### config.mk
export PLATFORM = sky130hd
export DESIGN_NAME = dpp_front
export DESIGN_NICKNAME = d
export VERILOG_FILES = /design/src/design/dpp_pkg.sv /design/src/design/dpp_front.sv
export SDC_FILE = /design/constraint.sdc
export NUM_CORES = 1
export LEC_CHECK = 0
export BUFFER_PORTS_ARGS = -buffer_cell sky130_fd_sc_hd__buf_2
export CAP_MARGIN = 30
export CORE_MARGIN = 1.5
export CORE_UTILIZATION = 39
export CTS_CLUSTER_SIZE = 28
export DETAILED_ROUTE_END_ITERATION = 10
export PLACE_DENSITY = 0.83
export SYNTH_ARGS = -nofsm -noshare
export SYNTH_HDL_FRONTEND = slang
export SYNTH_SLANG_ARGS = --single-unit
### constraint.sdc
create_clock -name clk -period 4.1 [get_ports clk]
set_input_delay 0.41 -clock clk [delete_from_list [all_inputs] [get_ports clk]]
set_output_delay 0.41 -clock clk [all_outputs]
set_load 0.01 [all_outputs]
### src/design/dpp_pkg.sv
// Shared types and constants for the depth pixel to point unprojection block.
// Used by every module of the block; depends on nothing.
package dpp_pkg;

  localparam int MAX_SIDE = 128;
  localparam int POS_W = $clog2(MAX_SIDE);
  localparam int SIDE_W = $clog2(MAX_SIDE) + 1;
  localparam int CODE_W = 8;
  localparam int CFG_W = 26;
  localparam int FRAC_W = 18;
  localparam int SQ_W = 2 * CODE_W;
  localparam int DEN_PROD_W = 41;
  localparam int PROD_W = SQ_W + CFG_W;
  localparam int NUM_W = 60;
  localparam int DEN_W = 42;
  localparam int QUO_W = 25;
  localparam int XY_W = 24;
  localparam int Z_W = 18;
  localparam int QUEUE_DEPTH = 2;

  localparam int Z_NUM_W = 32;
  localparam int Z_RECIP_W = 18;
  localparam int Z_PROD_W = SQ_W + Z_RECIP_W;

  localparam logic [14:0] DEPTH_DEN = 15'd26010;
  localparam logic [13:0] DEPTH_HALF = 14'd13005;
  localparam logic [QUO_W-1:0] POS_LIMIT = QUO_W'(8388607);
  localparam logic [QUO_W-1:0] NEG_LIMIT = QUO_W'(8388608);
  localparam logic [Z_W-1:0] Z_MAX = Z_W'(163840);

  // floor(2^32 / 26010), so that (sq * Z_RECIP) >> 16 never overshoots the quotient.
  localparam logic [Z_RECIP_W-1:0] Z_RECIP = Z_RECIP_W'(165127);
  localparam logic [Z_NUM_W-1:0] Z_DEN_1X = Z_NUM_W'(26010);
  localparam logic [Z_NUM_W-1:0] Z_DEN_2X = Z_NUM_W'(52020);

  localparam int REG_IDX_W = 3;
  localparam logic [REG_IDX_W-1:0] REG_FOCAL_X = 3'd0;
  localparam logic [REG_IDX_W-1:0] REG_FOCAL_Y = 3'd1;
  localparam logic [REG_IDX_W-1:0] REG_CENTER_X = 3'd2;
  localparam logic [REG_IDX_W-1:0] REG_CENTER_Y = 3'd3;
  localparam logic [REG_IDX_W-1:0] REG_FRAME_WIDTH = 3'd4;
  localparam logic [REG_IDX_W-1:0] REG_FRAME_HEIGHT = 3'd5;

  typedef struct packed {
    logic [CFG_W-1:0] focal_x;
    logic [CFG_W-1:0] focal_y;
    logic [CFG_W-1:0] center_x;
    logic [CFG_W-1:0] center_y;
    logic [SIDE_W-1:0] frame_width;
    logic [SIDE_W-1:0] frame_height;
  } cfg_t;

  typedef struct packed {
    logic [CODE_W-1:0] code;
    logic [POS_W-1:0] col;
    logic [POS_W-1:0] row;
    logic frame_end;
  } pixel_t;

endpackage

### src/design/dpp_front.sv
// Front end: accepts pixel requests, tracks column and row, flags frame end.
// Depends on dpp_pkg.
module dpp_front import dpp_pkg::*; (
  input  logic clk,
  input  logic rst,
  input  cfg_t cfg,
  input  logic push,
  input  logic [CODE_W-1:0] depth_code,
  input  logic frame_start,
  input  logic q_full,
  output logic q_push,
  output pixel_t q_entry
);

  logic [POS_W-1:0] column_count;
  logic [POS_W-1:0] row_count;
  logic [POS_W-1:0] column_count_next;
  logic [POS_W-1:0] row_count_next;
  logic [POS_W-1:0] col_cur;
  logic [POS_W-1:0] row_cur;
  logic [SIDE_W-1:0] side_w;
  logic [SIDE_W-1:0] side_h;
  logic [SIDE_W-1:0] col_inc;
  logic [SIDE_W-1:0] row_inc;

  function automatic logic [SIDE_W-1:0] side_of(input logic [SIDE_W-1:0] v);
    if (v == '0 || v > SIDE_W'(MAX_SIDE)) begin
      return SIDE_W'(MAX_SIDE);
    end
    return v;
  endfunction

  always_comb begin
    side_w = side_of(cfg.frame_width);
    side_h = side_of(cfg.frame_height);
    col_cur = frame_start ? '0 : column_count;
    row_cur = frame_start ? '0 : row_count;
    col_inc = SIDE_W'(col_cur) + SIDE_W'(1);
    row_inc = SIDE_W'(row_cur) + SIDE_W'(1);
    if (col_inc >= side_w) begin
      column_count_next = '0;
      row_count_next = (row_inc >= side_h) ? '0 : row_inc[POS_W-1:0];
    end else begin
      column_count_next = col_inc[POS_W-1:0];
      row_count_next = row_cur;
    end
    q_push = push && !q_full;
    q_entry.code = depth_code;
    q_entry.col = col_cur;
    q_entry.row = row_cur;
    q_entry.frame_end = (SIDE_W'(col_cur) == side_w - SIDE_W'(1)) &&
                        (SIDE_W'(row_cur) == side_h - SIDE_W'(1));
  end

  always_ff @(posedge clk) begin
    if (rst) begin
      column_count <= '0;
      row_count <= '0;
    end else if (q_push) begin
      column_count <= column_count_next;
      row_count <= row_count_next;
    end
  end

endmodule

==> flow_metrics.tcl <==
set metrics [dict create \
    grt.busiest_layer "met2" \
    yosysMostFrequentCell "nor2_1" \
    multi_input_area_um2 1378 \
    nNetsFinal 421 \
    synth.avg_cell_area_um2 7.348 \
    finalPower_uw 365.3 \
    route.vias.total 1817 \
    synthesis.area_um2 1785 \
    path_cells "buf_2 > nor2b_1 > ha_1 > nand3_1 > xnor2_1 > ha_1 > o2111ai_1 > o221a_2 > o21bai_1 > o2bb2ai_1 > a211o_1" \
    ys_top_cells_by_area "dfxtp_1 (16%), ha_1 (14%), nand2b_1 (6.3%), xor2_1 (5.4%), xnor2_1 (4.9%)" \
    cts_buffers 3 \
    ys.flop_type "dfxtp_1" \
    fin_setup_tns_ps 0 \
    clkSinkCount 14 \
    cap_violations 0 \
    hp-class "reg2reg" \
    grt_antenna_before_repair 0 \
    finalMaxSlewViolations 0 \
    synth-seq-cells 14 \
    drtAntennaViolNets 0 \
    cts_setup_buffers 0 \
    min_path_cells 2 \
    fin_ws_ps 892.7 \
    rows 24 \
    drt_iter0_drc 140 \
    synth_top_cell_area_share 0.1570 \
    synth_area_leader_cell "dfxtp_1" \
    worstPathMaxFanout 23 \
    grt_pass1_vias 1723 \
    whs_ps 468.4 \
    dr.pass1.iters 4 \
    cp.required_ps 4230 \
    cts_root_buf "clkbuf_8" \
    drive_above_1_share 0.1798 \
    via_per_inst 5.696 \
    fmax_mhz 311.8 \
    grt.met1_usage 0.2550 \
    cts.htree.levels 1 \
    period_share 0.7823 \
    use_met2 0.3040 \
    clk_latency_ps 240 \
    grt_pass1_wl_mm 7.659 \
    fillCellCount 442 \
    critical_path.startpoint_type "input pin" \
    synth_commonest_cells "nor2_1 (22), ha_1 (20), nand2_1 (19)" \
    cellPowerDensity_nw_per_um2 182.4 \
    hpwl_mm 3.543 \
    start_util 0.4072 \
    cts.repair.resized 0 \
    async_reset_ff_frac 0 \
    arrival_ps 3340 \
    rr_worst_depth 10 \
    core_area_um2 4384 \
    clkTransAtPathRegs_ps 60 \
    die_x_um 70.66 \
    max_slew_margin 0.5830 \
    peakVddDrop_mv 0.1949 \
    grt_max_degree 24 \
    crit_type "in2reg" \
    yosys_warnings 0 \
    synthesis.nets 396 \
    fin_cells 319 \
    regArea_um2 280.3 \
    gp_congestion 0.9926 \
    max_stage_delay_ps 370 \
    ys_types 45 \
    numPortBuffers 36 \
    met3_usage 0.03419 \
    io_pins 157 \
    routed_wl_mm 4.345 \
    synth-edff-count 0 \
    synthCells 243 \
    clockBufferDepth 2 \
    finalCriticalPeriod_ps 3207 \
    cp-end-kind "flip-flop" \
    skew_ps 4.229 \
    rsz0062_at_grt "no" \
    hold_viol_final 0 \
    die-area_um2 4993 \
    tightest_slew_ps 624.2 \
    drc 0 \
    hold_buffers 0 \
    area_growth_pct 12.19 \
    setup_viol 0 \
    worst_path_max_delay_cell "nor2b_1" \
    pre_cts_ws_ps 671.8 \
    cts_tree "done" \
    wl_per_cell_um 13.62 \
    antennaDiodeCount 0 \
    grt_overflow_total 0 \
    p_leak_uw 0.0009058 \
    seq_area_frac_synth 0.1570 \
    dp_cells 315 \
    grt_use_total 0.1832 \
    fp.dieH_um 70.66 \
    crit_top_cell "ha_1" \
    run_status "completed" \
]
-- critical path: cells and delay by family --
family	cells	cell delay (ps)
buffers and inverters	1	240
adders and majority gates	2	570
and+or+nand+nor	2	510
AOI/OAI and AO/OA	5	1420
xor gates and xnor gates	1	190
-- cell type report --
cell class	instances	share of cell area
multi-input cells	203	0.6877
flip-flops and latches	14	0.1399
repair buffers	38	0.09744
well taps	52	0.03248
clock buffers	4	0.02748
inverters	8	0.01499
-- flip-flops by register name, summed over array words and instances, names as in the netlist --
| name | cells |
|---|---|
| column_count | 7 |
| row_count | 7 |
-- path summary, 6_finish.rpt --
kind / slack (ps) / end / start
setup / recovery: 890 / row_count[0] / frame_start
hold / removal: 470 / column_count[6] / column_count[6]
setup reg to reg: 960 / row_count[0] / column_count[0]
hold reg to reg: 470 / column_count[6] / column_count[6]
-- metal layers --
| metal | routed length [um] | vias up |
|---|---|---|
| met1 | 2042 | 855 |
| met4 | 14 | 0 |
| met3 | 263 | 2 |
| met2 | 2024 | 57 |
| li1 | - | 903 |
| met5 | 0 | - |
-- logic make-up after synthesis --
family	Yosys count	synth area share
multiplexers	3	0.01752
buffers and inverters	26	0.07147
AND/OR/NAND/NOR	112	0.3308
adder cells (fa/ha/maj)	20	0.1402
XOR/XNOR	21	0.1030
flip-flops	14	0.1570
AO/OA/AOI/OAI	47	0.1801
-- per-stage QoR --
stage	utilization	cell area, um^2
global route	0.4569	2003
finish	0.4569	2003
CTS	0.4569	2003
floorplan	-	1785
detailed placement	0.4443	1948
global placement	0.4443	1948
-- layout by cell type, fill, tap and decap left out, types with 3 or more instances in the layout --
cell type  netlist  routed
buf_2            0      36
nor2_1          22      22
ha_1            20      20
nand2_1         19      19
nand2b_1        18      18
a21oi_1         14      14
dfxtp_1         14      14
nor2b_1         13      13
nand3_1         13      13
xor2_1          11      11
xnor2_1         10      10
nor3_1           9       9
inv_1            6       6
o21ai_0          6       6
a22o_1           6       6
clkbuf_8         0       4
and3_1           3       3
or3_1            3       3
a31oi_1          3       3
a211oi_1         3       3
-- power by group --
group	internal (uW)	leakage (uW)	switching, uW
logic	38.6	0.000764	54.3
registers	137	0.000113	1.09
clock network	85.0	0.0000288	49.1
Note: power is estimated with default switching activity, not from simulation.
