$ cat src/design/dpp_pkg.sv
// Shared types and constants for the depth pixel to point unprojection block.
// Used by every module of the block; depends on nothing.
package dpp_pkg;

  localparam int MAX_SIDE = 128;
  localparam int POS_W = $clog2(MAX_SIDE);
  localparam int SIDE_W = $clog2(MAX_SIDE) + 1;
  localparam int CODE_W = 8;
  localparam int CFG_W = 26;
  localparam int FRAC_W = 18;
  localparam int SQ_W = 2 * CODE_W;
  localparam int DEN_PROD_W = 41;
  localparam int PROD_W = SQ_W + CFG_W;
  localparam int NUM_W = 60;
  localparam int DEN_W = 42;
  localparam int QUO_W = 25;
  localparam int XY_W = 24;
  localparam int Z_W = 18;
  localparam int QUEUE_DEPTH = 2;

  localparam int Z_NUM_W = 32;
  localparam int Z_RECIP_W = 18;
  localparam int Z_PROD_W = SQ_W + Z_RECIP_W;

  localparam logic [14:0] DEPTH_DEN = 15'd26010;
  localparam logic [13:0] DEPTH_HALF = 14'd13005;
  localparam logic [QUO_W-1:0] POS_LIMIT = QUO_W'(8388607);
  localparam logic [QUO_W-1:0] NEG_LIMIT = QUO_W'(8388608);
  localparam logic [Z_W-1:0] Z_MAX = Z_W'(163840);

  // floor(2^32 / 26010), so that (sq * Z_RECIP) >> 16 never overshoots the quotient.
  localparam logic [Z_RECIP_W-1:0] Z_RECIP = Z_RECIP_W'(165127);
  localparam logic [Z_NUM_W-1:0] Z_DEN_1X = Z_NUM_W'(26010);
  localparam logic [Z_NUM_W-1:0] Z_DEN_2X = Z_NUM_W'(52020);

  localparam int REG_IDX_W = 3;
  localparam logic [REG_IDX_W-1:0] REG_FOCAL_X = 3'd0;
  localparam logic [REG_IDX_W-1:0] REG_FOCAL_Y = 3'd1;
  localparam logic [REG_IDX_W-1:0] REG_CENTER_X = 3'd2;
  localparam logic [REG_IDX_W-1:0] REG_CENTER_Y = 3'd3;
  localparam logic [REG_IDX_W-1:0] REG_FRAME_WIDTH = 3'd4;
  localparam logic [REG_IDX_W-1:0] REG_FRAME_HEIGHT = 3'd5;

  typedef struct packed {
    logic [CFG_W-1:0] focal_x;
    logic [CFG_W-1:0] focal_y;
    logic [CFG_W-1:0] center_x;
    logic [CFG_W-1:0] center_y;
    logic [SIDE_W-1:0] frame_width;
    logic [SIDE_W-1:0] frame_height;
  } cfg_t;

  typedef struct packed {
    logic [CODE_W-1:0] code;
    logic [POS_W-1:0] col;
    logic [POS_W-1:0] row;
    logic frame_end;
  } pixel_t;

endpackage

$ cat src/design/dpp_queue.sv
// Short queue that decouples the front end from the arithmetic back end.
// Depends on dpp_pkg.
module dpp_queue import dpp_pkg::*; (
  input  logic clk,
  input  logic rst,
  input  logic wr_en,
  input  pixel_t wr_data,
  input  logic rd_en,
  output pixel_t rd_data,
  output logic full,
  output logic empty
);

  localparam int PTR_W = $clog2(QUEUE_DEPTH);
  localparam int CNT_W = $clog2(QUEUE_DEPTH + 1);

  pixel_t entries [QUEUE_DEPTH];
  logic [PTR_W-1:0] wr_ptr;
  logic [PTR_W-1:0] rd_ptr;
  logic [CNT_W-1:0] count;
  logic do_wr;
  logic do_rd;

  assign full = (count == CNT_W'(QUEUE_DEPTH));
  assign empty = (count == '0);
  assign do_wr = wr_en && !full;
  assign do_rd = rd_en && !empty;
  assign rd_data = entries[rd_ptr];

  always_ff @(posedge clk) begin
    if (do_wr) begin
      entries[wr_ptr] <= wr_data;
    end
  end

  always_ff @(posedge clk) begin
    if (rst) begin
      wr_ptr <= '0;
      rd_ptr <= '0;
      count <= '0;
    end else begin
      if (do_wr) begin
        wr_ptr <= (wr_ptr == PTR_W'(QUEUE_DEPTH - 1)) ? '0 : wr_ptr + PTR_W'(1);
      end
      if (do_rd) begin
        rd_ptr <= (rd_ptr == PTR_W'(QUEUE_DEPTH - 1)) ? '0 : rd_ptr + PTR_W'(1);
      end
      if (do_wr && !do_rd) begin
        count <= count + CNT_W'(1);
      end else if (do_rd && !do_wr) begin
        count <= count - CNT_W'(1);
      end
    end
  end

endmodule

$ cat config.mk
export PLATFORM = sky130hd
export DESIGN_NAME = dpp_queue
export DESIGN_NICKNAME = d
export VERILOG_FILES = /design/src/design/dpp_pkg.sv /design/src/design/dpp_queue.sv
export SDC_FILE = /design/constraint.sdc
export NUM_CORES = 1
export LEC_CHECK = 0
export BUFFER_PORTS_ARGS = -buffer_cell sky130_fd_sc_hd__buf_2
export CAP_MARGIN = 15
export CELL_PAD_IN_SITES_DETAIL_PLACEMENT = 0
export CELL_PAD_IN_SITES_GLOBAL_PLACEMENT = 1
export CORE_MARGIN = 1
export CORE_UTILIZATION = 30
export CTS_CLUSTER_DIAMETER = 30
export DETAILED_ROUTE_END_ITERATION = 16
export PLACE_DENSITY_LB_ADDON = 0.08
export SYNTH_ARGS = -nofsm -noshare
export SYNTH_HDL_FRONTEND = slang
export SYNTH_SLANG_ARGS = --single-unit
$ cat constraint.sdc
create_clock -name clk -period 3.9 [get_ports clk]
set_clock_uncertainty 0.05 [all_clocks]
set_input_delay 0.195 -clock clk [delete_from_list [all_inputs] [get_ports clk]]
set_output_delay 0.195 -clock clk [all_outputs]
set_load 0.01 [all_outputs]
==> key figures, run 1 <==
Timing
  • Worst Tran Pin Value: 1.114 ns
  • Max Slew Vio Count: 0
  • # setup viols final: 0
  • Final hold violations: 0
  • Fin worst setup slack: 1.778 ns
  • Peak Freq: 0.4712 GHz
  • Fin crit share: 54.41%
  • Min Tclk post-route: 2.122 ns
  • Setup TNS: 0 ns
  • Headroom to the max-slew limit: 25.73%
  • Unrepaired setup endpoints after global routing: false

Worst setup path
  • Worst r2r dst: entries[1][16]
  • FF-to-FF path depth: 3
  • Crit path capture type: output port
  • RR Startpoint: count[0]
  • Crit Path Max Fanout: 23
  • Req. time, crit path: 3.65 ns
  • Critical path type: reg -> out
  • Critical Path Start Type: register
  • Worst EP arrival: 1.88 ns
  • R2R Setup Slk: 1.92 ns

Die
  • DIE AREA: 6546 sq um
  • Initial Util: 31.37%
  • Total core area: 5956 sq um
  • Die W: 80.91 microns
  • Cell Rows: 28
  • Die Y: 80.91 microns
  • Top-level port count: 52

Yosys
  • Unique cell type count in the Yosys netlist: 13
  • Synth area leaders: edfxtp_1 74%, mux2_2 14%, dfxtp_1 5.4%, xor2_1 1.4%, nor2_1 1.0%
  • Mapped Cells: 96
  • Seq cells post-synth: 51
  • Syn Area/Cell: 19.46 sq um
  • Syn_nets: 124
  • Register area share after synthesis: 79.30%
  • Share of the synthesized area in the top cell type: 73.95%
  • Area leader, netlist: edfxtp_1
  • Post-synthesis cell area: 1868 sq um
  • Ys Warns: 0

Power
  • Part of the power in combinational logic: 25.5%
  • Net Sw Frac: 28.11%
  • Worst vdd ir: 0.2754 mV
  • Power share of the sequential group: 54.1%
  • Clock power share: 20.4%
  • P_sw: 0.3893 mW
  • Pwr per Cell Area: 605.2 nW/um^2
  • Leak: 0.8576 nW
  • P_int: 0.9956 mW

Placed design
  • Hpwl dp: 2081 microns
  • Dpl ws: 1.889 ns
  • Routability congestion estimate: 0.6505
  • Port Buffers: 51
  • Dpl cells: 220

Clocking
  • # Post-CTS Setup Buffers: 0
  • CTS H-tree lvls: 2
  • CTS root buf: clkbuf_8
  • CTS Buf Count: 5
  • Clock Latency Late Sink: 0.29 ns
  • Worst-path clk slew: 0.08 ns
  • Clk sinks: 51
  • Post-CTS resize count: 0
  • CTS tree: built
  • Clock Tree Buf Depth: 2
  • Hold_buf cts: 0

Cells and area
  • Final cell count without fillers: 228
  • Ant diodes: 0
  • Nets@finish: 180
  • Ratio of cells with drive above 1 in the final layout: 52.94%
  • Area growth from synthesis to layout: 22.50%

Global route
  • Pin count of the biggest net entering global routing: 24
  • First-pass GRT wire length: 4560 microns
  • Vias in the first global route: 973
  • Initial antenna violation count: 0
  • Congestion Overflow GR: 0
  • GRT Overall Usage: 9.988%

Detailed routing
  • Vias: 990
  • DR vias/cell: 4.342
  • WL/cell: 13.55 microns
  • # DRC: 0
  • Drt first pass iters: 4
  • Post-detailed-routing wire length: 3090 microns
  • Initial DRC Count: 34
  • Routed Antenna Nets: 0

Min path
  • End of the worst hold path: entries[1][10]
  • Worst hold path cell count: 1
  • Class of the worst hold path: in -> reg
  • Min-delay src: wr_data[10]

Run status
  • Status: finished, final reports clean

Run
  • Max Cap Viol: 0
==> cells in the final DEF, fill, tap and decap left out, drive strengths merged <==
cell type,instances
edfxtp,46
o21ai,3
buf,51
a21oi,2
clkinv,1
and2,1
ha,1
nor2,5
inv,2
xor2,3
nor2b,1
clkbuf,7
mux2,23
or3,2
dfxtp,5
==> cell type report <==
class                   count  area [sq um]
fillers                   590          3667
flip-flops and latches     51          1481
multi-input cells          41         369.1
repair buffers             51         255.2
well taps                  75         93.84
clock buffers               7         76.32
inverters                   2         7.507
clock inverters             1         5.005
==> sequential cells by signal, indices dropped and copies added, names as in the netlist, named ones only <==
signal and count:
count 2, wr_ptr 1, rd_ptr 1, entries 46
==> layer usage <==
metal | share of wire, % | wire length (microns) | global-route usage [%]
met1 | 40 | 1222 | 10.25
met2 | 53 | 1627 | 17.14
met3 | 6.2 | 192 | 4.607
met4 | 1.5 | 47 | 4.821
met5 | 0 | 0 | 0
==> through the flow <==
stage	util [%]	hold slack (ns)	power, mW	area (sq um)
5_1_grt	38.42	0.01649	1.466	2288
3_5_place_dp	37.06	0.3367	1.125	2207
3_3_place_gp	37.06	0.3348	1.117	2207
4_1_cts	38.42	0.02028	1.409	2288
2_1_floorplan	-	0.2141	0.9797	1868
6_report	38.42	0.03294	1.385	2288
==> logic make-up after synthesis <==
family                   Yosys count  synth area share [%]
AO/OA/AOI/OAI                      5                 1.339
multiplexers                      23                 13.86
buffers and inverters              4                0.9379
AND/OR/NAND/NOR                    9                 2.479
XOR/XNOR                           3                 1.407
adder cells (fa/ha/maj)            1                0.6697
flip-flops                        51                 79.30
==> power groups by stage <==
| stage | clock network, mW | logic, mW | registers (mW) |
|---|---|---|---|
| floorplan | 0 | 0.255 | 0.725 |
| global placement | 0 | 0.357 | 0.760 |
| detailed placement | 0 | 0.359 | 0.765 |
| CTS | 0.293 | 0.361 | 0.754 |
| global route | 0.313 | 0.389 | 0.764 |
| finish | 0.283 | 0.353 | 0.749 |
==> how the worst max path moves through the flow <==
stage,startpoint,end,slack [ns],cells after the start
finish,register,rd_data[20],1.78,2
global route,register,rd_data[12],1.60,2
CTS,register,rd_data[12],1.68,2
detailed placement,count[0],entries[1][3],1.89,3
global placement,count[1],entries[0][18],1.94,3
floorplan,count[1],entries[0][0],2.18,3
==> cell usage after synthesis <==
| cell | number |
|---|---|
| or3_1 | 2 |
| mux2_2 | 23 |
| ha_1 | 1 |
| xor2_1 | 3 |
| inv_1 | 2 |
| nor2b_2 | 1 |
| edfxtp_1 | 46 |
| dfxtp_1 | 5 |
| nor2_1 | 5 |
| buf_2 | 2 |
| a21oi_1 | 2 |
| o21ai_0 | 3 |
| and2_1 | 1 |
==> worst max-delay path: stages, from the launching register on <==
cell	delay (ns)
dfxtp_1	1.01
mux2_2	0.43
buf_2	0.14
Note: power is estimated with default switching activity, not from simulation.
==> run 2: changes to the inputs <==
- ABC_AREA: unset -> 1
- clock period: 3.9 -> 1.9 ns (I/O delays scaled with it)
==> key figures, run 2 <==
Power
  • Total power: 2.890 mW
  • Pwr per Cell Area: 1110 nW/um^2
  • Leak: 1.009 nW
  • Worst vdd ir: 0.4925 mV

Global route
  • First-pass GRT wire length: 5223 microns
  • Vias in the first global route: 1,139
  • Initial antenna violation count: 0
  • Pin count of the biggest net entering global routing: 15
  • Congestion Overflow GR: 0
  • GRT Overall Usage: 10.89%

Cells and area
  • Biggest regs: entries x46, count x2
  • Fill cell count: 575
  • Nets@finish: 221
  • Storage cell area: 1481 sq um
  • Post-route cell area: 2603 sq um
  • Core Util, Final: 43.19%
  • Most common cell after layout, fill and taps aside: buf_2
  • Ant diodes: 0
  • Max reg flops: 46
  • Ratio of cells with drive above 1 in the final layout: 46.91%
  • Most flops, register: entries
  • Multi-input logic area: 382.9 sq um
  • Most frequent cells in the layout: 51 x buf_2, 46 x edfxtp_1, 23 x mux2_2, 23 x dlygate4sd3_1, 8 x inv_1
  • Area growth from synthesis to layout: 35.86%

Die
  • Initial Util: 31.79%
  • DIE AREA: 6709 sq um
  • Die W: 81.91 microns
  • Cell Rows: 28
  • Top-level port count: 52
  • Die Y: 81.91 microns
  • Total core area: 6026 sq um

Placed design
  • Dpl ws: 0.3389 ns
  • Dpl cell area: 2292 sq um
  • Port Buffers: 51
  • Routability congestion estimate: 0.6233
  • Hpwl dp: 2348 microns

Yosys
  • Syn Area/Cell: 17.74 sq um
  • Share of the synthesized area in the top cell type: 72.11%
  • Ys Warns: 0
  • Ys flop type: edfxtp_1
  • Unique cell type count in the Yosys netlist: 16
  • Area leader, netlist: edfxtp_1
  • Register area share after synthesis: 77.34%
  • Syn_nets: 136
  • Post-synth EDFFs: 46
  • Synth cell count leaders: 46 x edfxtp_1, 23 x mux2_2, 9 x nor2_1
  • Seq cells post-synth: 51
  • Post-synthesis cell area: 1916 sq um
  • Post-synth ARST share: 0%
  • Mapped Cells: 108
  • Synth area leaders: edfxtp_1 72%, mux2_2 14%, dfxtp_1 5.2%, nor2_1 1.8%, inv_1 1.6%
  • Most frequent cell after synthesis: edfxtp_1

Worst setup path
  • Worst EP arrival: 1.78 ns
  • Critical path type: reg -> reg
  • FF-to-FF path depth: 9
  • R2R Setup Slk: 0.31 ns
  • Worst r2r dst: count[1]
  • Crit Path Max Fanout: 4
  • Critical Path Start Type: register
  • Req. time, crit path: 2.08 ns
  • Crit path capture type: register
  • RR Startpoint: count[1]

Detailed routing
  • Vias: 1,144
  • Post-detailed-routing wire length: 3363 microns
  • Drt first pass iters: 4
  • DR vias/cell: 4.253
  • # DRC: 0
  • WL/cell: 12.50 microns
  • Initial DRC Count: 46
  • Routed Antenna Nets: 0

Clocking
  • # Post-CTS Setup Buffers: 0
  • Worst-path clk slew: 0.08 ns
  • CTS H-tree lvls: 2
  • CTS tree: built
  • CTS Buf Count: 5
  • Clock Tree Buf Depth: 2
  • CTS root buf: clkbuf_8
  • Post-CTS resize count: 0
  • Clock Latency Late Sink: 0.29 ns
  • Hold_buf cts: 23
  • Clk sinks: 51

Timing
  • Fin worst setup slack: 0.3086 ns
  • Min Tclk post-route: 1.591 ns
  • Final hold violations: 0
  • Unrepaired setup endpoints after global routing: false
  • Worst Tran Pin Value: 0.2759 ns
  • # setup viols final: 0
  • Hold WS: 0.02981 ns
  • Fin crit share: 83.76%
  • Max Slew Vio Count: 0
  • Peak Freq: 0.6284 GHz
  • Headroom to the max-slew limit: 81.58%

Min path
  • End of the worst hold path: count[1]
  • Class of the worst hold path: in -> reg
  • Worst hold path cell count: 4
  • Min-delay src: rst

Run
  • Max Cap Viol: 0

Run status
  • Status: finished, final reports clean
run 2: cell types whose count changed after synthesis, moves of 2 or more:
cell and change:
o21ai_2 +2, xor2_1 -3, inv_1 +6, nor2_1 +4
buf_6 +2, buf_2 -2, nand2_1 +3, or3_1 -2
run 2: layout make-up:
cell class              instances  area share, %
well taps                      75          3.606
clock buffers                   8          3.077
repair buffers                 80          20.38
flip-flops and latches         51          56.92
inverters                       9          1.298
multi-input cells              46          14.71
run 2: cells by family (layout without fill, tap and decap cells):
family	count (synthesis)	count (layout)	synth area share, %
flip-flops	51	51	77.34
multiplexers	23	23	13.52
AND/OR/NAND/NOR	16	16	3.593
buffers and inverters	11	97	2.939
AO/OA/AOI/OAI	6	6	1.959
adder cells (fa/ha/maj)	1	1	0.6531
run 2: stage by stage:
stage,setup TNS [ns],instances
after floorplan,-3.412,108
after global placement,0,238
after detailed placement,0,238
after CTS,0,269
after global routing,0,269
final,0,269
run 2: worst max-delay path by stage:
stage	slack [ns]	start	endpoint	depth (start not counted)
3_3_place_gp	0.42	count[1]	count[1]	9
3_5_place_dp	0.34	count[1]	count[1]	9
2_1_floorplan	-0.07	count[0]	entries[1][0]	2
5_1_grt	0.12	count[1]	count[1]	9
4_1_cts	0.32	count[1]	count[1]	9
6_report	0.31	count[1]	count[1]	9
run 2: routing by layer:
layer / routed length (microns) / GRT usage (%)
met3: 150 / 3.444
met5: 0 / 0
met1: 1356 / 11.73
met4: 56 / 5.263
met2: 1799 / 19.17
run 2: where the power goes:
group          total [mW]  switching (mW)  internal [mW]
Sequential           1.48          0.0634           1.42
Combinational       0.835           0.437          0.398
Clock               0.573           0.311          0.262
run 2: critical path, stage by stage (launching register included):
cell and delay (ns):
dfxtp_1 0.40, inv_1 0.10, o21ai_2 0.21, inv_1 0.09
ha_1 0.33, inv_1 0.09, nand3_1 0.09, nand2_1 0.07
inv_1 0.04, nor2_1 0.08
