$ cat src/design/dpp_pkg.sv
// Shared types and constants for the depth pixel to point unprojection block.
// Used by every module of the block; depends on nothing.
package dpp_pkg;

  localparam int MAX_SIDE = 128;
  localparam int POS_W = $clog2(MAX_SIDE);
  localparam int SIDE_W = $clog2(MAX_SIDE) + 1;
  localparam int CODE_W = 8;
  localparam int CFG_W = 26;
  localparam int FRAC_W = 18;
  localparam int SQ_W = 2 * CODE_W;
  localparam int DEN_PROD_W = 41;
  localparam int PROD_W = SQ_W + CFG_W;
  localparam int NUM_W = 60;
  localparam int DEN_W = 42;
  localparam int QUO_W = 25;
  localparam int XY_W = 24;
  localparam int Z_W = 18;
  localparam int QUEUE_DEPTH = 2;

  localparam int Z_NUM_W = 32;
  localparam int Z_RECIP_W = 18;
  localparam int Z_PROD_W = SQ_W + Z_RECIP_W;

  localparam logic [14:0] DEPTH_DEN = 15'd26010;
  localparam logic [13:0] DEPTH_HALF = 14'd13005;
  localparam logic [QUO_W-1:0] POS_LIMIT = QUO_W'(8388607);
  localparam logic [QUO_W-1:0] NEG_LIMIT = QUO_W'(8388608);
  localparam logic [Z_W-1:0] Z_MAX = Z_W'(163840);

  // floor(2^32 / 26010), so that (sq * Z_RECIP) >> 16 never overshoots the quotient.
  localparam logic [Z_RECIP_W-1:0] Z_RECIP = Z_RECIP_W'(165127);
  localparam logic [Z_NUM_W-1:0] Z_DEN_1X = Z_NUM_W'(26010);
  localparam logic [Z_NUM_W-1:0] Z_DEN_2X = Z_NUM_W'(52020);

  localparam int REG_IDX_W = 3;
  localparam logic [REG_IDX_W-1:0] REG_FOCAL_X = 3'd0;
  localparam logic [REG_IDX_W-1:0] REG_FOCAL_Y = 3'd1;
  localparam logic [REG_IDX_W-1:0] REG_CENTER_X = 3'd2;
  localparam logic [REG_IDX_W-1:0] REG_CENTER_Y = 3'd3;
  localparam logic [REG_IDX_W-1:0] REG_FRAME_WIDTH = 3'd4;
  localparam logic [REG_IDX_W-1:0] REG_FRAME_HEIGHT = 3'd5;

  typedef struct packed {
    logic [CFG_W-1:0] focal_x;
    logic [CFG_W-1:0] focal_y;
    logic [CFG_W-1:0] center_x;
    logic [CFG_W-1:0] center_y;
    logic [SIDE_W-1:0] frame_width;
    logic [SIDE_W-1:0] frame_height;
  } cfg_t;

  typedef struct packed {
    logic [CODE_W-1:0] code;
    logic [POS_W-1:0] col;
    logic [POS_W-1:0] row;
    logic frame_end;
  } pixel_t;

endpackage

$ cat src/design/dpp_divider.sv
// Restoring divider giving one quotient bit per cycle, with an overflow flag.
// Depends on dpp_pkg.
module dpp_divider import dpp_pkg::*; (
  input  logic clk,
  input  logic rst,
  input  logic start,
  input  logic [NUM_W-1:0] numer,
  input  logic [DEN_W-1:0] denom,
  output logic done,
  output logic overflow,
  output logic [QUO_W-1:0] quotient
);

  localparam int SHIFT_W = DEN_W + QUO_W;
  localparam int CNT_W = $clog2(QUO_W + 1);

  logic [NUM_W-1:0] rem;
  logic [SHIFT_W-1:0] divisor;
  logic [CNT_W-1:0] count;
  logic active;
  logic fits;

  assign fits = SHIFT_W'(rem) >= divisor;

  always_ff @(posedge clk) begin
    if (start) begin
      rem <= numer;
      divisor <= SHIFT_W'(denom) << (QUO_W - 1);
      overflow <= SHIFT_W'(numer) >= {denom, {QUO_W{1'b0}}};
      quotient <= '0;
    end else if (active) begin
      if (fits) begin
        rem <= rem - divisor[NUM_W-1:0];
      end
      quotient <= {quotient[QUO_W-2:0], fits};
      divisor <= divisor >> 1;
    end
  end

  always_ff @(posedge clk) begin
    if (rst) begin
      active <= 1'b0;
      done <= 1'b0;
      count <= '0;
    end else begin
      done <= 1'b0;
      if (start) begin
        active <= 1'b1;
        count <= CNT_W'(QUO_W);
      end else if (active) begin
        count <= count - CNT_W'(1);
        if (count == CNT_W'(1)) begin
          active <= 1'b0;
          done <= 1'b1;
        end
      end
    end
  end

endmodule

$ cat src/design/dpp_back.sv
// Back end: squares the depth code, forms the numerators and runs two dividers for x and y;
// z comes from a reciprocal multiplication with a small remainder correction.
// Depends on dpp_pkg and dpp_divider.
module dpp_back import dpp_pkg::*; (
  input  logic clk,
  input  logic rst,
  input  cfg_t cfg,
  input  logic q_empty,
  input  pixel_t q_entry,
  output logic q_pop,
  input  logic pop,
  output logic empty,
  output logic signed [XY_W-1:0] point_x,
  output logic signed [XY_W-1:0] point_y,
  output logic [Z_W-1:0] point_z,
  output logic frame_end
);

  localparam int SCALE_SH = 17;

  typedef enum logic [6:0] {
    S_IDLE    = 7'b0000001,
    S_SQUARE  = 7'b0000010,
    S_PRODUCT = 7'b0000100,
    S_SUM     = 7'b0001000,
    S_LAUNCH  = 7'b0010000,
    S_DIVIDE  = 7'b0100000,
    S_HOLD    = 7'b1000000
  } state_t;

  state_t state;
  pixel_t item;
  logic out_valid;
  logic [SQ_W-1:0] sq;
  logic [CFG_W-1:0] mag_x;
  logic [CFG_W-1:0] mag_y;
  logic neg_x;
  logic neg_y;
  logic [DEN_PROD_W-1:0] den_x;
  logic [DEN_PROD_W-1:0] den_y;
  logic [PROD_W-1:0] prod_x;
  logic [PROD_W-1:0] prod_y;
  logic [NUM_W-1:0] numer_x;
  logic [NUM_W-1:0] numer_y;
  logic [Z_NUM_W-1:0] numer_z;
  logic [DEN_W-1:0] denom_x;
  logic [DEN_W-1:0] denom_y;
  logic [Z_PROD_W-1:0] z_prod;
  logic [Z_W-1:0] z_est;
  logic [Z_NUM_W-1:0] z_back;
  logic [Z_NUM_W-1:0] z_rem;
  logic [XY_W-1:0] res_x;
  logic [XY_W-1:0] res_y;
  logic [Z_W-1:0] res_z;
  logic div_start;
  logic done_x;
  logic done_y;
  logic ovf_x;
  logic ovf_y;
  logic [QUO_W-1:0] quo_x;
  logic [QUO_W-1:0] quo_y;

  function automatic logic [CFG_W-1:0] offset_mag(input logic [POS_W-1:0] pos,
                                                  input logic [CFG_W-1:0] ctr);
    logic [CFG_W-1:0] p;
    p = CFG_W'({pos, {FRAC_W{1'b0}}});
    return (p < ctr) ? ctr - p : p - ctr;
  endfunction

  function automatic logic offset_neg(input logic [POS_W-1:0] pos,
                                      input logic [CFG_W-1:0] ctr);
    return CFG_W'({pos, {FRAC_W{1'b0}}}) < ctr;
  endfunction

  function automatic logic [CFG_W-1:0] focal_of(input logic [CFG_W-1:0] f);
    return (f == '0) ? CFG_W'(1) : f;
  endfunction

  function automatic logic [XY_W-1:0] signed_result(input logic [QUO_W-1:0] q,
                                                    input logic ovf,
                                                    input logic neg);
    logic [QUO_W-1:0] lim;
    logic [QUO_W-1:0] mag;
    lim = neg ? NEG_LIMIT : POS_LIMIT;
    mag = (ovf || q > lim) ? lim : q;
    return neg ? XY_W'(QUO_W'(0) - mag) : XY_W'(mag);
  endfunction

  assign q_pop = (state == S_IDLE) && !q_empty;
  assign div_start = (state == S_LAUNCH);
  assign empty = !out_valid;

  always_ff @(posedge clk) begin
    case (state)
      S_IDLE: begin
        if (!q_empty) begin
          item <= q_entry;
        end
      end
      S_SQUARE: begin
        sq <= item.code * item.code;
        den_x <= DEPTH_DEN * focal_of(cfg.focal_x);
        den_y <= DEPTH_DEN * focal_of(cfg.focal_y);
        mag_x <= offset_mag(item.col, cfg.center_x);
        mag_y <= offset_mag(item.row, cfg.center_y);
        neg_x <= offset_neg(item.col, cfg.center_x);
        neg_y <= offset_neg(item.row, cfg.center_y);
      end
      S_PRODUCT: begin
        prod_x <= sq * mag_x;
        prod_y <= sq * mag_y;
        z_prod <= Z_PROD_W'(sq) * Z_PROD_W'(Z_RECIP);
      end
      S_SUM: begin
        numer_x <= NUM_W'({prod_x, {SCALE_SH{1'b0}}}) + NUM_W'(den_x);
        numer_y <= NUM_W'({prod_y, {SCALE_SH{1'b0}}}) + NUM_W'(den_y);
        numer_z <= Z_NUM_W'({sq, {(SCALE_SH - 1){1'b0}}}) + Z_NUM_W'(DEPTH_HALF);
        denom_x <= {den_x, 1'b0};
        denom_y <= {den_y, 1'b0};
        z_est <= z_prod[Z_PROD_W-1:Z_PROD_W-Z_W];
      end
      S_LAUNCH: begin
        z_back <= Z_NUM_W'(z_est) * Z_DEN_1X;
      end
      S_DIVIDE: begin
        z_rem <= numer_z - z_back;
        if (done_x && done_y) begin
          res_x <= signed_result(quo_x, ovf_x, neg_x);
          res_y <= signed_result(quo_y, ovf_y, neg_y);
          res_z <= z_est + Z_W'(z_rem >= Z_DEN_1X) + Z_W'(z_rem >= Z_DEN_2X);
        end
      end
      default: begin
      end
    endcase
  end

  always_ff @(posedge clk) begin
    if ((state == S_HOLD) && (!out_valid || pop)) begin
      point_x <= res_x;
      point_y <= res_y;
      point_z <= res_z;
      frame_end <= item.frame_end;
    end
  end

  always_ff @(posedge clk) begin
    if (rst) begin
      state <= S_IDLE;
      out_valid <= 1'b0;
    end else begin
      if ((state == S_HOLD) && (!out_valid || pop)) begin
        out_valid <= 1'b1;
      end else if (pop) begin
        out_valid <= 1'b0;
      end
      case (state)
        S_IDLE: begin
          if (!q_empty) begin
            state <= S_SQUARE;
          end
        end
        S_SQUARE: begin
          state <= S_PRODUCT;
        end
        S_PRODUCT: begin
          state <= S_SUM;
        end
        S_SUM: begin
          state <= S_LAUNCH;
        end
        S_LAUNCH: begin
          state <= S_DIVIDE;
        end
        S_DIVIDE: begin
          if (done_x && done_y) begin
            state <= S_HOLD;
          end
        end
        S_HOLD: begin
          if (!out_valid || pop) begin
            state <= S_IDLE;
          end
        end
        default: begin
          state <= S_IDLE;
        end
      endcase
    end
  end

  dpp_divider u_div_x (
    .clk(clk), .rst(rst), .start(div_start), .numer(numer_x), .denom(denom_x),
    .done(done_x), .overflow(ovf_x), .quotient(quo_x)
  );

  dpp_divider u_div_y (
    .clk(clk), .rst(rst), .start(div_start), .numer(numer_y), .denom(denom_y),
    .done(done_y), .overflow(ovf_y), .quotient(quo_y)
  );

endmodule

$ cat config.mk
export PLATFORM = sky130hd
export DESIGN_NAME = dpp_back
export DESIGN_NICKNAME = d
export VERILOG_FILES = /design/src/design/dpp_pkg.sv /design/src/design/dpp_divider.sv /design/src/design/dpp_back.sv
export SDC_FILE = /design/constraint.sdc
export NUM_CORES = 2
export LEC_CHECK = 0
export BUFFER_PORTS_ARGS = -buffer_cell sky130_fd_sc_hd__buf_2
export CORE_MARGIN = 5
export CORE_UTILIZATION = 56
export CTS_CLUSTER_SIZE = 30
export DETAILED_ROUTE_END_ITERATION = 10
export HOLD_SLACK_MARGIN = 0.06
export PLACE_DENSITY = 0.75
export REMOVE_ABC_BUFFERS = 1
export SLEW_MARGIN = 0
export SYNTH_ARGS = -nofsm -noshare
export SYNTH_HDL_FRONTEND = slang
export SYNTH_SLANG_ARGS = --single-unit
export TNS_END_PERCENT = 1
$ cat constraint.sdc
create_clock -name clk -period 9.35 [get_ports clk]
set_input_delay 1.4025 -clock clk [delete_from_list [all_inputs] [get_ports clk]]
set_output_delay 1.4025 -clock clk [all_outputs]
set_load 0.02 [all_outputs]
==> metrics.md <==
| Metric | Value |
|---|---|
| Max Slew Vio Count | `0` |
| Largest area contributor in the synthesized netlist | `edfxtp_1` |
| Setup TNS | `0 ps` |
| Synth unique cells | `slightly above 100` |
| Vias | `68.58k` |
| Initial drt markers | `5215` |
| # Post-CTS Setup Buffers | `0` |
| Largest net degree at the start of global routing | `219` |
| Area of the core | `around 0.17 mm²` |
| Post-Synth Simple-Gate Area | `11.48%` |
| Max Buffers Root-to-Sink | `3` |
| Synth top area share | `between 20% and 30%` |
| Final hold violations | `0` |
| First-pass GRT wire length | `382700 µm` |
| Die area | `0.1823 mm²` |
| Post-synth top flop | `edfxtp_1` |
| Clock Skew | `approximately 57 ps` |
| Post-synthesis adder-cell area fraction | `36.19%` |
| # hold bufs at CTS | `0` |
| CTS tree | `built` |
| Initial core utilization | `56.14%` |
| Achievable Freq | `0.1247 GHz` |
| Largest fanout on the critical path | `26` |
| Final #Nets | `11.97k` |
| Routed WL | `237600 µm` |
| Clock slew at reported path FFs | `60 ps` |
| Syn Inst Count | `9583` |
| Hold WS | `395.1 ps` |
| WL per Instance | `19.71 µm` |
| Port Buffers | `199` |
| Worst path bufs/invs | `4` |
| Most frequent CP cell | `fa_1` |
| Final ANT Viol Nets | `0` |
| GRT Total Usage | `26.45%` |
| Max Cap Viol | `0` |
| Worst path cell trace | `buf_4 > nand2_1 > fa_1 > inv_1 > fa_1 > ha_1 > fa_1 > inv_1 > fa_1 > inv_1 > fa_1 > ha_1 > o21ai_0 > o21bai_1 > a211oi_2 > o21ai_2 > a31oi_2 > a211oi_1 > a211o_1 > nand2_1 > a211o_1 > o21bai_1 > a21oi_1 > xnor2_1` |
| Final worst-path setup slack | `1330 ps` |
| RSZ-0062 raised after global routing | `no` |
| Slowest cell on crit path | `edfxtp_1` |
| Most numerous cell in the Yosys netlist | `inv_1` |
| Synthesized flop and latch total | `between 900 and 1k` |
| Largest family of logic cells by synthesized area | `adder cells` |
| CP Data Required Time | `9870 ps` |
| H-tree levels | `3` |
| Worst path max stage delay | `1060 ps` |
| Number of flops mapped to enable cells by yosys | `just under 900` |
| Initial antenna violation count | `14` |
| Cell area after synthesis | `0.09737 mm²` |
| Fill cell count | `14.21k` |
| Pre-CTS setup slack | `838.5 ps` |
| Die Wd | `427.0 µm` |
| CP arrival | `8540 ps` |
| Via density | `5.688` |
| Row count | `around 150` |
| DRC viols | `0` |
| Post-cts resize count | `0` |
| Top cells by area, synth | `edfxtp_1, fa_1, ha_1` |
| Ports | `216` |
| R2R setup slack | `between 1000 and 1500 ps` |
| Crit Path Category | `flop to flop` |
| Clock latency on the worst-skew pair | `760 ps` |
| Die Ht | `427.0 µm` |
| Worst path top cell family by delay | `adder cells` |
| Gpl congestion | `~0.97` |
| Outcome | `completed` |
| Post-synthesis mux area share | `1.145%` |
| Layout Utilization | `60.26%` |
| Synthesized area per cell | `10.16 µm²` |
| Layout area overhead | `7.341%` |
| XOR/XNOR Fraction of Synth Area | `approximately 4.6%` |
| Setup Viol. Count Final | `0` |
| Relative slew slack | `16.85%` |
| Hold WC Path Type | `flop to flop` |
| Detailed-placement wirelength estimate | `188600 µm` |
| Register area share after synthesis | `29.42%` |
| Compound-Gate Fraction of Synth Area | `9.413%` |
| CTS Sinks | `994` |
| Slew @ Worst Pin | `approximately 1200 ps` |
| Ys async rst share | `0%` |
| Share of layout cells above drive strength 1 | `5.296%` |
| TritonCTS Buffers | `110` |
| Worst Setup Start Kind | `flop` |
| Root Buffer | `clkbuf_16` |
| Crit end category | `flop` |
| Vias in the first global route | `71.92k` |
| First drt pass iteration count | `6` |
| Fin crit period | `8020 ps` |
| Synthesis Warnings | `0` |
| Crit share post-route | `85.78%` |
| Post-synth top cells | `inv_1, ha_1, fa_1` |
| Grt ovf | `0` |
layout by cell type, fill, tap and decap left out, types with 17 or more instances in the layout:
cell / instances
a211oi_1: 37
buf_2: 199
fa_1: 1040
o21ai_0: 299
inv_1: 1672
xnor2_1: 325
a21o_1: 226
o31ai_1: 31
buf_4: 62
a21oi_1: 458
o21bai_1: 65
nand3_1: 139
o21a_1: 64
nor2_1: 435
and3_1: 45
nand4_1: 80
nor2b_1: 67
clkinv_1: 19
o21ai_1: 25
bufinv_16: 19
nor4_1: 37
nand2_1: 860
mux2i_1: 108
edfxtp_1: 874
and2_1: 370
clkbuf_16: 111
ha_1: 1152
dfxtp_1: 118
or3_1: 35
a31oi_1: 39
clkbuf_1: 17
nand2b_1: 79
xor2_1: 185
nor3_1: 78
through the flow:
step,instances,area [µm²]
final,12056,104500
after detailed placement,11846,100600
after CTS,12050,104500
after global routing,12052,104500
after global placement,11846,100600
after floorplan,9258,96140
path summary, 6_finish.rpt:
kind,start,endpoint,depth (start not counted)
setup / recovery,sq[7],prod_y[39],24
hold / removal,z_prod[30],z_est[14],0
setup reg to reg,sq[7],prod_y[39],24
hold reg to reg,z_prod[30],z_est[14],0
state kept, by name, indices dropped and copies added, names as in the netlist, 25 cells and up:
signal            flops
u_div_x.divisor      66
u_div_y.divisor      66
u_div_x.rem          60
u_div_y.rem          60
numer_x              43
numer_y              43
prod_x               42
prod_y               42
den_x                40
den_y                40
denom_x              40
denom_y              40
z_back               31
z_rem                31
mag_x                26
mag_y                26
u_div_x.quotient     25
u_div_y.quotient     25
logic make-up (layout without fill, tap and decap cells):
logic type	count (synthesis)	in the layout
buffers and inverters	2011	2147
muxes	111	111
and+or+nand+nor	2321	2321
DFF	994	994
adders and majority gates	2192	2192
other	2	14
xor gates and xnor gates	510	510
AOI/OAI and AO/OA	1442	1442
cell type report:
cell class / instances / area [µm²] / share of cell area, %
antenna: 6 / 15.01 / 0.01437
clock buffer: 131 / 2883 / 2.758
clock inverter: 73 / 1002 / 0.9589
inverter: 1680 / 6329 / 6.055
multi-input combinational: 6584 / 61220 / 58.58
sequential: 994 / 28660 / 27.42
tap: 2325 / 2909 / 2.783
timing repair buffer: 263 / 1501 / 1.437
per-layer routing:
layer	vias up	part of all wire (%)	routed length, µm	GRT usage (%)
met1	34073	42	98680	34.81
met3	507	6.5	15490	3.832
met2	2260	48	113000	44.48
li1	31734	-	-	-
met5	-	0.0055	13	0
met4	2	4.4	10440	10.20
worst reg2reg max path, stage by stage (launching register included):
cell and delay, ps:
edfxtp_1 1060, buf_4 520, nand2_1 150, fa_1 500, inv_1 50, fa_1 460, ha_1 330, fa_1 540
inv_1 70, fa_1 550, inv_1 60, fa_1 490, ha_1 360, o21ai_0 120, o21bai_1 360, a211oi_2 70
o21ai_2 270, a31oi_2 170, a211oi_1 600, a211o_1 260, nand2_1 80, a211o_1 310, o21bai_1 190, a21oi_1 120
xnor2_1 140
Power is left out: the tool's default activity adds up to more than one toggle a clock period on the data nets, which glitch-free logic cannot reach.
